===== src/rtl/core/prloc_pkg.sv =====
// ----------------------------------------------------------------------------
// prloc_pkg
// types, constants and register map of the point reflection block
// ----------------------------------------------------------------------------
package prloc_pkg;

   localparam int FRAC_BITS = 16;
   // quotient bits produced by the divider chain (quotient of twice the numerator, before rounding)
   localparam int QB        = 36;
   localparam int NUM_W     = 100;
   localparam int DEN_W     = 67;
   localparam int REM_W     = DEN_W + QB;
   localparam int ADDR_W    = 5;

   localparam logic [63:0] ONE2 = 64'd1 << (2 * FRAC_BITS);

   localparam logic [1:0] STATUS_OK     = 2'd0;
   localparam logic [1:0] STATUS_CENTRE = 2'd1;
   localparam logic [1:0] STATUS_SAT    = 2'd2;

   localparam logic [ADDR_W-1:0] REG_AXIS_MODE = ADDR_W'(0);
   localparam logic [ADDR_W-1:0] REG_SLOPE     = ADDR_W'(4);
   localparam logic [ADDR_W-1:0] REG_OFFSET    = ADDR_W'(8);
   localparam logic [ADDR_W-1:0] REG_CENTRE_X  = ADDR_W'(12);
   localparam logic [ADDR_W-1:0] REG_CENTRE_Y  = ADDR_W'(16);
   localparam logic [ADDR_W-1:0] REG_RADIUS    = ADDR_W'(20);

   typedef struct packed {
      logic signed [31:0] point_x;
      logic signed [31:0] point_y;
   } prloc_req_type;

   typedef struct packed {
      logic signed [31:0] image_x;
      logic signed [31:0] image_y;
      logic [1:0]         status;
   } prloc_rsp_type;

   typedef struct packed {
      logic               axis_mode;
      logic signed [31:0] line_slope;
      logic signed [31:0] line_offset;
      logic signed [31:0] circle_center_x;
      logic signed [31:0] circle_center_y;
      logic [30:0]        circle_radius;
   } prloc_cfg_type;

   typedef struct packed {
      logic [REM_W-1:0]   rem_x;
      logic [REM_W-1:0]   rem_y;
      logic [REM_W-1:0]   dsh;
      logic [QB-1:0]      q_x;
      logic [QB-1:0]      q_y;
      logic               neg_x;
      logic               neg_y;
      logic               ovf_x;
      logic               ovf_y;
      logic               zero;
      logic signed [31:0] off_x;
      logic signed [31:0] off_y;
   } prloc_div_type;

endpackage


===== src/rtl/core/prloc_div_cell.sv =====
// ----------------------------------------------------------------------------
// prloc_div_cell
// one restoring divide step for both coordinates
// ----------------------------------------------------------------------------
module prloc_div_cell import prloc_pkg::*; (
   input  logic          clock,
   input  logic          reset,
   input  logic          in_valid,
   input  prloc_div_type in_data,
   output logic          out_valid,
   output prloc_div_type out_data
);

   logic          valid_ff;
   prloc_div_type data_ff, data_in;
   logic          gx, gy;

   always_comb begin
      data_in       = in_data;
      gx            = in_data.rem_x >= in_data.dsh;
      gy            = in_data.rem_y >= in_data.dsh;
      data_in.rem_x = gx ? in_data.rem_x - in_data.dsh : in_data.rem_x;
      data_in.rem_y = gy ? in_data.rem_y - in_data.dsh : in_data.rem_y;
      data_in.q_x   = {in_data.q_x[QB-2:0], gx};
      data_in.q_y   = {in_data.q_y[QB-2:0], gy};
      data_in.dsh   = in_data.dsh >> 1;
   end

   always_ff @(posedge clock) begin
      if (reset) begin
         valid_ff <= 1'b0;
      end else begin
         valid_ff <= in_valid;
      end
      data_ff <= data_in;
   end

   assign out_valid = valid_ff;
   assign out_data  = data_ff;

endmodule


===== config.mk =====
export PLATFORM = sky130hd
export DESIGN_NAME = prloc_div_cell
export DESIGN_NICKNAME = d
export VERILOG_FILES = /design/src/rtl/core/prloc_pkg.sv /design/src/rtl/core/prloc_div_cell.sv
export SDC_FILE = /design/constraint.sdc
export NUM_CORES = 1
export LEC_CHECK = 0
export ABC_CLOCK_PERIOD_IN_PS = 3350
export BUFFER_PORTS_ARGS = -buffer_cell sky130_fd_sc_hd__buf_4
export CAP_MARGIN = 5
export CORE_AREA = 2 2 356 358
export DETAILED_ROUTE_END_ITERATION = 16
export DIE_AREA = 0 0 358 360
export GPL_TIMING_DRIVEN = 1
export HOLD_SLACK_MARGIN = 0.1
export PLACE_DENSITY = 0.52
export SYNTH_ARGS = -nofsm -noshare
export SYNTH_HDL_FRONTEND = slang
export SYNTH_SLANG_ARGS = --single-unit

===== constraint.sdc =====
create_clock -name clock -period 3.35 [get_ports clock]
set_input_delay 0.335 -clock clock [delete_from_list [all_inputs] [get_ports clock]]
set_output_delay 0.335 -clock clock [all_outputs]
set_load 0.02 [all_outputs]

==> out/qor.txt <==
commonest cells after routing, fill and taps aside: 1762 x buf_4, 450 x dfxtp_1, 449 x dlygate4sd3_1
Lkg Pwr: 22.5 nW
Post-Syn Area: 24900 um^2
Non-Filler Instances: 6943
Syn Inst Count: 3066
Hold Startpoint: in_data[348]
critical path's slowest cell: o41a_1
Die ar.: 129000 um^2
type of the worst min-delay path: in2reg
Buffers on Ports: 900
Final Wtd Congestion: 0.959
# clock sinks: 450
critical path cell sequence: buf_6, inv_4, ha_4, nand4_1, buf_4, nor2_1, a221o_1, a21oi_4, o41a_1, buf_6, a211o_4, a21oi_2, buf_4, o2111ai_4, a22oi_2, buf_6, buf_12, buf_16, mux2_4
worst vdd ir: 0.374 mV
drt drc: 0
Peak Freq: 294 MHz
register area share after synthesis: 0.362
first-pass GRT wire length: 214 mm
Register Area: 9010 um^2
Critical Path End Type: flip-flop
share of layout cells above drive strength 1: 0.397
Iteration-0 DRC Markers: 1767
DRT Wirelength: 154 mm
Worst path max stage delay: 0.48 ns
Total GRT Usage: 0.227
Yosys warnings: 0
drt first pass iters: 7
Initial Util: 0.199
vias per inst: 4.46
vias after detailed routing: 30951
Cell Rows: 130
clock power share: 0.318
power share of the sequential group: 0.290
antenna violations before repair: 34
Area growth syn-to-layout: 92.1%
max-slew violations: 0
post-DP HPWL: 127 mm
area of the multi-input gates: 15400 um^2
failing checks: negative hold slack, negative setup slack
dominant synthesized flop cell: dfxtp_1
Net Sw Power: 7.51 mW
P_int: 14.0 mW
Max clock buf depth: 3
Die W: 358 um
Syn Area/Cell: 8.12 um^2
Worst Setup SP: in_data[175]
crit path DAT: 3.95 ns
most frequent CP cell: buf_6
slew margin rel.: 0.464
IO Count: 904
Root Driver: clkbuf_16
hold_ws: -0.0826 ns
number of synthesized flops with an enable pin: 0
cell total after placement: 6348
Netlist cell types: 74
crit path launch type: input pin
status: finished with violations
grt ovf: 0
Wirelength per Cell: 22.2 um
most common cell after layout, fill and taps aside: buf_4
Synth Register Bits: 450
Comb pwr share: 0.392
CTS tree: done
PnR worst setup slack: -0.0540 ns
nets: 5899
core area: 125000 um^2
final clock period utilization by the worst path: 1.02
H-tree depth: 2
Detail Route Antenna Nets: 0
Critical Path RT: 3.90 ns
RSZ-0062 raised after global routing: yes
clock transition at the registers of the reported paths: 0.07 ns
max cap viols: 0
utilization after layout: 0.383
final setup fails: 12
filler instances: 12798
Period minus WS final: 3.40 ns
share of flip-flops with an asynchronous set or reset: 0
cts bufs inserted: 58
synthesized net count: 3727
hold depth: 2
Sw Share: 0.349
largest net degree at the start of global routing: 40
crit path max fanout: 7
kind of critical path: in2reg
worst slew pin tran: 0.795 ns
Chip Height: 360 um
pwr/cell area: 449 nW/um^2
vias in the first global route: 31593
Fin. Hold Viols: 1
per-stage QoR:
step / setup slack (ns) / hold slack [ns] / power, mW / area (um^2) / setup TNS [ns]
2_1_floorplan: -0.0245 / 0.363 / 9.67 / 24900 / -0.0245
3_3_place_gp: -0.861 / 0.440 / 13.9 / 39900 / -138.04
3_5_place_dp: -1.07 / 0.440 / 13.9 / 39900 / -143.98
4_1_cts: -0.00196 / -0.143 / 21.4 / 46700 / -0.00196
5_1_grt: -0.105 / -0.103 / 22.5 / 47800 / -2.96
6_report: -0.0540 / -0.0826 / 21.5 / 47800 / -0.366
sequential cells by signal, summed over array words and instances (netlist names):
signal     cells
out_valid      1
out_data     449
cell type report:
cell class,instances,share of cell area
flip-flops and latches,450,0.188
diodes,8,0.000419
clock inverters,32,0.00858
inverters,163,0.0132
repair buffers,2261,0.389
clock buffers,75,0.0342
well taps,1650,0.0432
multi-input cells,2304,0.323
cells in the mapped netlist (9+ instances only):
cell type    n  area (um^2)
a211oi_1    17          128
a21boi_0    18          135
a21o_1      95          713
a21oi_1    380         1900
a31oi_1     29          181
and2_1      21          131
and3_1      14         87.6
and4_1      11         96.3
buf_2       36          180
buf_4       10         75.1
clkbuf_1   102          383
dfxtp_1    450         9010
ha_1       206         2580
inv_1      162          608
mux2_2      25          282
nand2_1    325         1220
nand2b_1    23          144
nand3_1     34          170
nand4_1     98          613
nor2_1     242          908
nor2b_1     17          106
nor3_1      42          210
nor4_1      13         81.3
o211ai_1    19          143
o21a_1      22          165
o21ai_0    262         1310
o21bai_1    67          503
o31ai_1     11         82.6
or2_2       10         62.6
or3_1        9         56.3
xnor2_1    119         1040
xor2_1      75          657
layer usage:
| metal | wire (um) | vias up | track usage |
|---|---|---|---|
| met3 | 10100 | 216 | 0.0535 |
| met5 | 321 | - | 0 |
| met2 | 76500 | 1008 | 0.412 |
| li1 | - | 15206 | - |
| met4 | 4740 | 48 | 0.0565 |
| met1 | 62700 | 14473 | 0.265 |
path summary, 6_finish.rpt:
check / slack, ns / endpoint
hold / removal: -0.08 / out_data[348]
setup / recovery: -0.05 / out_data[268]
kinds of logic (layout without fill, tap and decap cells):
group	after synthesis	after routing	synth area share
compound gates	997	997	0.240
simple gates	873	873	0.161
flops	450	450	0.362
buf+inv	312	2531	0.0507
fa+ha+maj	208	208	0.105
xor+xnor	194	194	0.0682
mux	31	31	0.0139
other cells	1	9	0.000151
power by group through the flow:
stage	registers [mW]	logic, mW	clock network, mW
global route	6.28	9.02	7.21
global placement	6.35	7.56	0
detailed placement	6.34	7.55	0
floorplan	7.03	2.64	0
CTS	6.24	8.14	7.04
finish	6.23	8.43	6.83
what timing repair did:
item	4_1_cts	5_1_grt
endpoints found under the hold margin	448	2
resized for setup	31	204
setup buffers	9	16
endpoints found under the setup margin	78	191
hold buffers	448	1
pin swaps	11	40
gates cloned	3	7
critical path: cells and delay by family:
family / cells / cell delay [ns]
multiplexers: 1 / 0.32
adder cells (fa/ha/maj): 1 / 0.26
AND/OR/NAND/NOR: 2 / 0.33
AO/OA/AOI/OAI: 7 / 1.56
buffers and inverters: 8 / 1.11
Note: power is estimated with default switching activity, not from simulation.
