==> src/rtl/core/prloc_pkg.sv <==
// ----------------------------------------------------------------------------
// prloc_pkg
// types, constants and register map of the point reflection block
// ----------------------------------------------------------------------------
package prloc_pkg;

   localparam int FRAC_BITS = 16;
   // quotient bits produced by the divider chain (quotient of twice the numerator, before rounding)
   localparam int QB        = 36;
   localparam int NUM_W     = 100;
   localparam int DEN_W     = 67;
   localparam int REM_W     = DEN_W + QB;
   localparam int ADDR_W    = 5;

   localparam logic [63:0] ONE2 = 64'd1 << (2 * FRAC_BITS);

   localparam logic [1:0] STATUS_OK     = 2'd0;
   localparam logic [1:0] STATUS_CENTRE = 2'd1;
   localparam logic [1:0] STATUS_SAT    = 2'd2;

   localparam logic [ADDR_W-1:0] REG_AXIS_MODE = ADDR_W'(0);
   localparam logic [ADDR_W-1:0] REG_SLOPE     = ADDR_W'(4);
   localparam logic [ADDR_W-1:0] REG_OFFSET    = ADDR_W'(8);
   localparam logic [ADDR_W-1:0] REG_CENTRE_X  = ADDR_W'(12);
   localparam logic [ADDR_W-1:0] REG_CENTRE_Y  = ADDR_W'(16);
   localparam logic [ADDR_W-1:0] REG_RADIUS    = ADDR_W'(20);

   typedef struct packed {
      logic signed [31:0] point_x;
      logic signed [31:0] point_y;
   } prloc_req_type;

   typedef struct packed {
      logic signed [31:0] image_x;
      logic signed [31:0] image_y;
      logic [1:0]         status;
   } prloc_rsp_type;

   typedef struct packed {
      logic               axis_mode;
      logic signed [31:0] line_slope;
      logic signed [31:0] line_offset;
      logic signed [31:0] circle_center_x;
      logic signed [31:0] circle_center_y;
      logic [30:0]        circle_radius;
   } prloc_cfg_type;

   typedef struct packed {
      logic [REM_W-1:0]   rem_x;
      logic [REM_W-1:0]   rem_y;
      logic [REM_W-1:0]   dsh;
      logic [QB-1:0]      q_x;
      logic [QB-1:0]      q_y;
      logic               neg_x;
      logic               neg_y;
      logic               ovf_x;
      logic               ovf_y;
      logic               zero;
      logic signed [31:0] off_x;
      logic signed [31:0] off_y;
   } prloc_div_type;

endpackage

==> src/rtl/core/prloc_back.sv <==
// ----------------------------------------------------------------------------
// prloc_back
// rounding, sign, centre offset and saturation into the result register
// ----------------------------------------------------------------------------
module prloc_back import prloc_pkg::*; (
   input  logic          clock,
   input  logic          reset,
   input  logic          in_valid,
   input  prloc_div_type in_data,
   output logic          out_valid,
   output prloc_rsp_type out_data
);

   logic          valid_ff;
   prloc_rsp_type rsp_ff, rsp_in;
   logic [31:0]   ix, iy;
   logic          sx, sy;

   function automatic logic [32:0] finish(input logic [QB-1:0] q, input logic neg,
                                          input logic ovf, input logic signed [31:0] off);
      logic [QB:0]          qr;
      logic signed [QB+1:0] sv;
      logic signed [QB+2:0] sum;
      logic [32:0]          res;
      qr  = ({1'b0, q} + (QB+1)'(1)) >> 1;
      sv  = neg ? -$signed({1'b0, qr}) : $signed({1'b0, qr});
      sum = (QB+3)'(sv) + (QB+3)'(off);
      if (ovf) begin
         res = neg ? {1'b1, 32'h8000_0000} : {1'b1, 32'h7FFF_FFFF};
      end else if (sum < -(QB+3)'(64'sh8000_0000)) begin
         res = {1'b1, 32'h8000_0000};
      end else if (sum > (QB+3)'(64'sh7FFF_FFFF)) begin
         res = {1'b1, 32'h7FFF_FFFF};
      end else begin
         res = {1'b0, sum[31:0]};
      end
      return res;
   endfunction

   always_comb begin
      {sx, ix} = finish(in_data.q_x, in_data.neg_x, in_data.ovf_x, in_data.off_x);
      {sy, iy} = finish(in_data.q_y, in_data.neg_y, in_data.ovf_y, in_data.off_y);
      if (in_data.zero) begin
         rsp_in.image_x = '0;
         rsp_in.image_y = '0;
         rsp_in.status  = STATUS_CENTRE;
      end else begin
         rsp_in.image_x = $signed(ix);
         rsp_in.image_y = $signed(iy);
         rsp_in.status  = (sx || sy) ? STATUS_SAT : STATUS_OK;
      end
   end

   always_ff @(posedge clock) begin
      if (reset) begin
         valid_ff <= 1'b0;
      end else begin
         valid_ff <= in_valid;
      end
      rsp_ff <= rsp_in;
   end

   assign out_valid = valid_ff;
   assign out_data  = rsp_ff;

endmodule

==> config.mk <==
export PLATFORM = sky130hd
export DESIGN_NAME = prloc_back
export DESIGN_NICKNAME = d
export VERILOG_FILES = /design/src/rtl/core/prloc_pkg.sv /design/src/rtl/core/prloc_back.sv
export SDC_FILE = /design/constraint.sdc
export NUM_CORES = 1
export LEC_CHECK = 0
export BUFFER_PORTS_ARGS = -buffer_cell sky130_fd_sc_hd__buf_2
export CAP_MARGIN = 10
export CORE_ASPECT_RATIO = 0.5
export CORE_MARGIN = 5
export CORE_UTILIZATION = 30
export CTS_CLUSTER_SIZE = 40
export DETAILED_ROUTE_END_ITERATION = 10
export PLACE_DENSITY_LB_ADDON = 0.15
export SYNTH_ARGS = -nofsm -noshare
export SYNTH_HDL_FRONTEND = slang
export SYNTH_SLANG_ARGS = --single-unit
==> constraint.sdc <==
create_clock -name clock -period 12.7 [get_ports clock]
set_clock_uncertainty 0.05 [all_clocks]
set_input_delay 0.635 -clock clock [delete_from_list [all_inputs] [get_ports clock]]
set_output_delay 0.635 -clock clock [all_outputs]
set_load 0.005 [all_outputs]
==> results.ini <==
[power_and_ir_drop]
power_leakage_nw=4.94
peakVddDrop_mv=0.0614
power_density_nw_per_um2=90.9

[setup_path]
critical_path_class=in -> reg
max_stage_delay_ns=0.79
crit_top_cell=a21o_1
cp.arrival_ns=7.51
endpoint_kind=register
path_delay_family=compound AO/OA/AOI/OAI gates
crit_fanout=31
path_buf_inv=1
cp.required_ns=12.81
start_kind=input port
crit_chain=buf_2 > ha_1 > and4_1 > nand2_1 > nor3b_2 > mux2_2 > nor3_1 > a31oi_1 > or3_1 > or3_1 > o21ai_0 > xor2_1 > ha_1 > a21o_1 > a21o_1 > a21o_1 > a21o_1 > a21o_1 > a2111oi_0 > o32ai_1 > o21ai_0 > a21o_1 > a21oi_1
critical-path-slowest-cell=a21o_1

[min_path]
hold-path-endpoint=out_valid
hp-class=in -> reg
min-delay-start=reset
min_path_cells=2

[grt]
grt_first_pass_wirelength_um=57400
grt_usage=0.186
globalRouteOverflowTotal=0
antenna_found_initial=0
grt_max_degree=40
grt_pass1_vias=10300

[clocking]
clock-sinks=67
postCtsHoldBufs=0
cts-htree-levels=3
clockBufferDepth=2
post_cts_resized=0
postCtsSetupBuffers=0
path_clk_slew_ns=0.06
cts_tree=yes
cts_made_buffers=9
cts-root-buf=clkbuf_16

[cells_and_area]
multiInputGateArea_um2=8290
n_antenna_cell=0
design_area_um2=11700
drive_above_1_share=0.172
area_delta_synth_final_pct=16.3
fin_nets=2092
regArea_um2=1340
fillers=3638
layout_common_cells=buf_2, nand2_1, xnor2_1
final_common_cell=buf_2

[synth]
async_flop_share=0
yosys_warnings=0
yosys.cell_types.count=91
synth_nets=1927
postSynthCellCount=1382
synth_top_area_share=0.133
netlist_area_um2=10100
yosysSeqAreaShare=0.133
synth_ff_type=dfxtp_1
yosys-top-cells-area=dfxtp_1, ha_1, xnor2_1, xor2_1, a21oi_1
avgSynthCellArea_um2=7.30
yosys.area.top_type=dfxtp_1
synth_edf_count=0
ys_seq_elements=67

[sta]
finalCriticalPeriod_ns=7.40
setup_viol=0
setup-tns-final_ns=0
report.final.slew_viol_count=0
rsz0062_at_grt=no
hold_viol_final=0
post-route-period-util=0.583
max_slew_margin=0.379
tightest_slew_ns=0.931
fmax_mhz=135

[route]
wirelength_um=36300
viasPerCell=5.32
drtIter0Drc=769
drtAntennaViolNets=0
drc=0
dr.pass1.iters=5
wl_per_cell_um=18.2
vias=10600

[placement]
postPlaceCellArea_um2=11500
dpl.hpwl_um=30900
port_buffers=210
place.gp.congestion=0.871

[floorplanning]
die_x_um=269
num_rows=47
die_y_um=140
ioPinCount=520
initial_core_util=0.305
core_um2=33100
die-area_um2=37600

[flow_run]
cap_violations=0

[run_status]
status=finished clean

Yosys cell counts (all sizes together), types with 5 or more instances:
cell / number
a2111oi: 7
a211oi: 15
a21boi: 7
a21o: 36
a21oi: 125
a31oi: 16
and2: 12
and3: 13
and4: 8
buf: 24
clkbuf: 36
dfxtp: 67
ha: 90
inv: 53
mux2: 5
mux2i: 8
nand2: 141
nand2b: 17
nand3: 58
nand4: 36
nor2: 77
nor2b: 13
nor3: 29
nor3b: 7
nor4: 20
o211ai: 8
o21a: 46
o21ai: 91
o21bai: 15
o31ai: 16
or3: 18
xnor2: 127
xor2: 83
cell type report:
class / count / area share
multi-input combinational: 1201 / 0.707
sequential: 67 / 0.114
timing repair buffer: 214 / 0.0921
tap: 441 / 0.0470
clock buffer: 9 / 0.0192
inverter: 54 / 0.0173
clock inverter: 6 / 0.00352
layer usage:
layer / global-route usage / wire [um] / vias to the layer above
met1: 0.270 / 18400 / 4970
met3: 0.0198 / 1470 / 18
met2: 0.302 / 15900 / 278
met5: 0 / 0 / -
li1: - / - / 5336
met4: 0.0319 / 424 / 0
sequential cells by signal, summed over array words and instances, names as in the netlist:
name	flops
out_valid	1
out_data	66
how the worst max path moves through the flow:
| stage | start | end | depth (start not counted) |
|---|---|---|---|
| after floorplan | in_data[107] | out_data[47] | 23 |
| after global placement | in_data[69] | out_data[28] | 23 |
| after CTS | in_data[69] | out_data[28] | 23 |
| after global routing | in_data[70] | out_data[11] | 23 |
| final | in_data[70] | out_data[28] | 23 |
| after detailed placement | in_data[69] | out_data[28] | 23 |
cells by family after synthesis:
logic type,count (synthesis),synth area share
xor+xnor,210,0.182
mux,13,0.0135
simple gates,463,0.239
fa+ha+maj,92,0.116
flops,67,0.133
buf+inv,114,0.0464
compound gates,423,0.271
stage by stage:
| step | setup WS (ns) | power (mW) | cells | util | hold slack, ns |
|---|---|---|---|---|---|
| after detailed placement | 5.02 | 0.837 | 1977 | 0.346 | 0.750 |
| after CTS | 5.34 | 1.07 | 1992 | 0.354 | 0.390 |
| after global placement | 5.04 | 0.838 | 1977 | 0.346 | 0.744 |
| after global routing | 4.77 | 1.15 | 1992 | 0.354 | 0.401 |
| final | 5.30 | 1.07 | 1992 | 0.354 | 0.408 |
| after floorplan | 6.60 | 0.643 | 1382 | - | 0.613 |
where the power goes:
part | internal, mW | switching, mW
logic | 0.231 | 0.362
clock network | 0.131 | 0.0954
registers | 0.236 | 0.0109
Note: power is estimated with default switching activity, not from simulation.
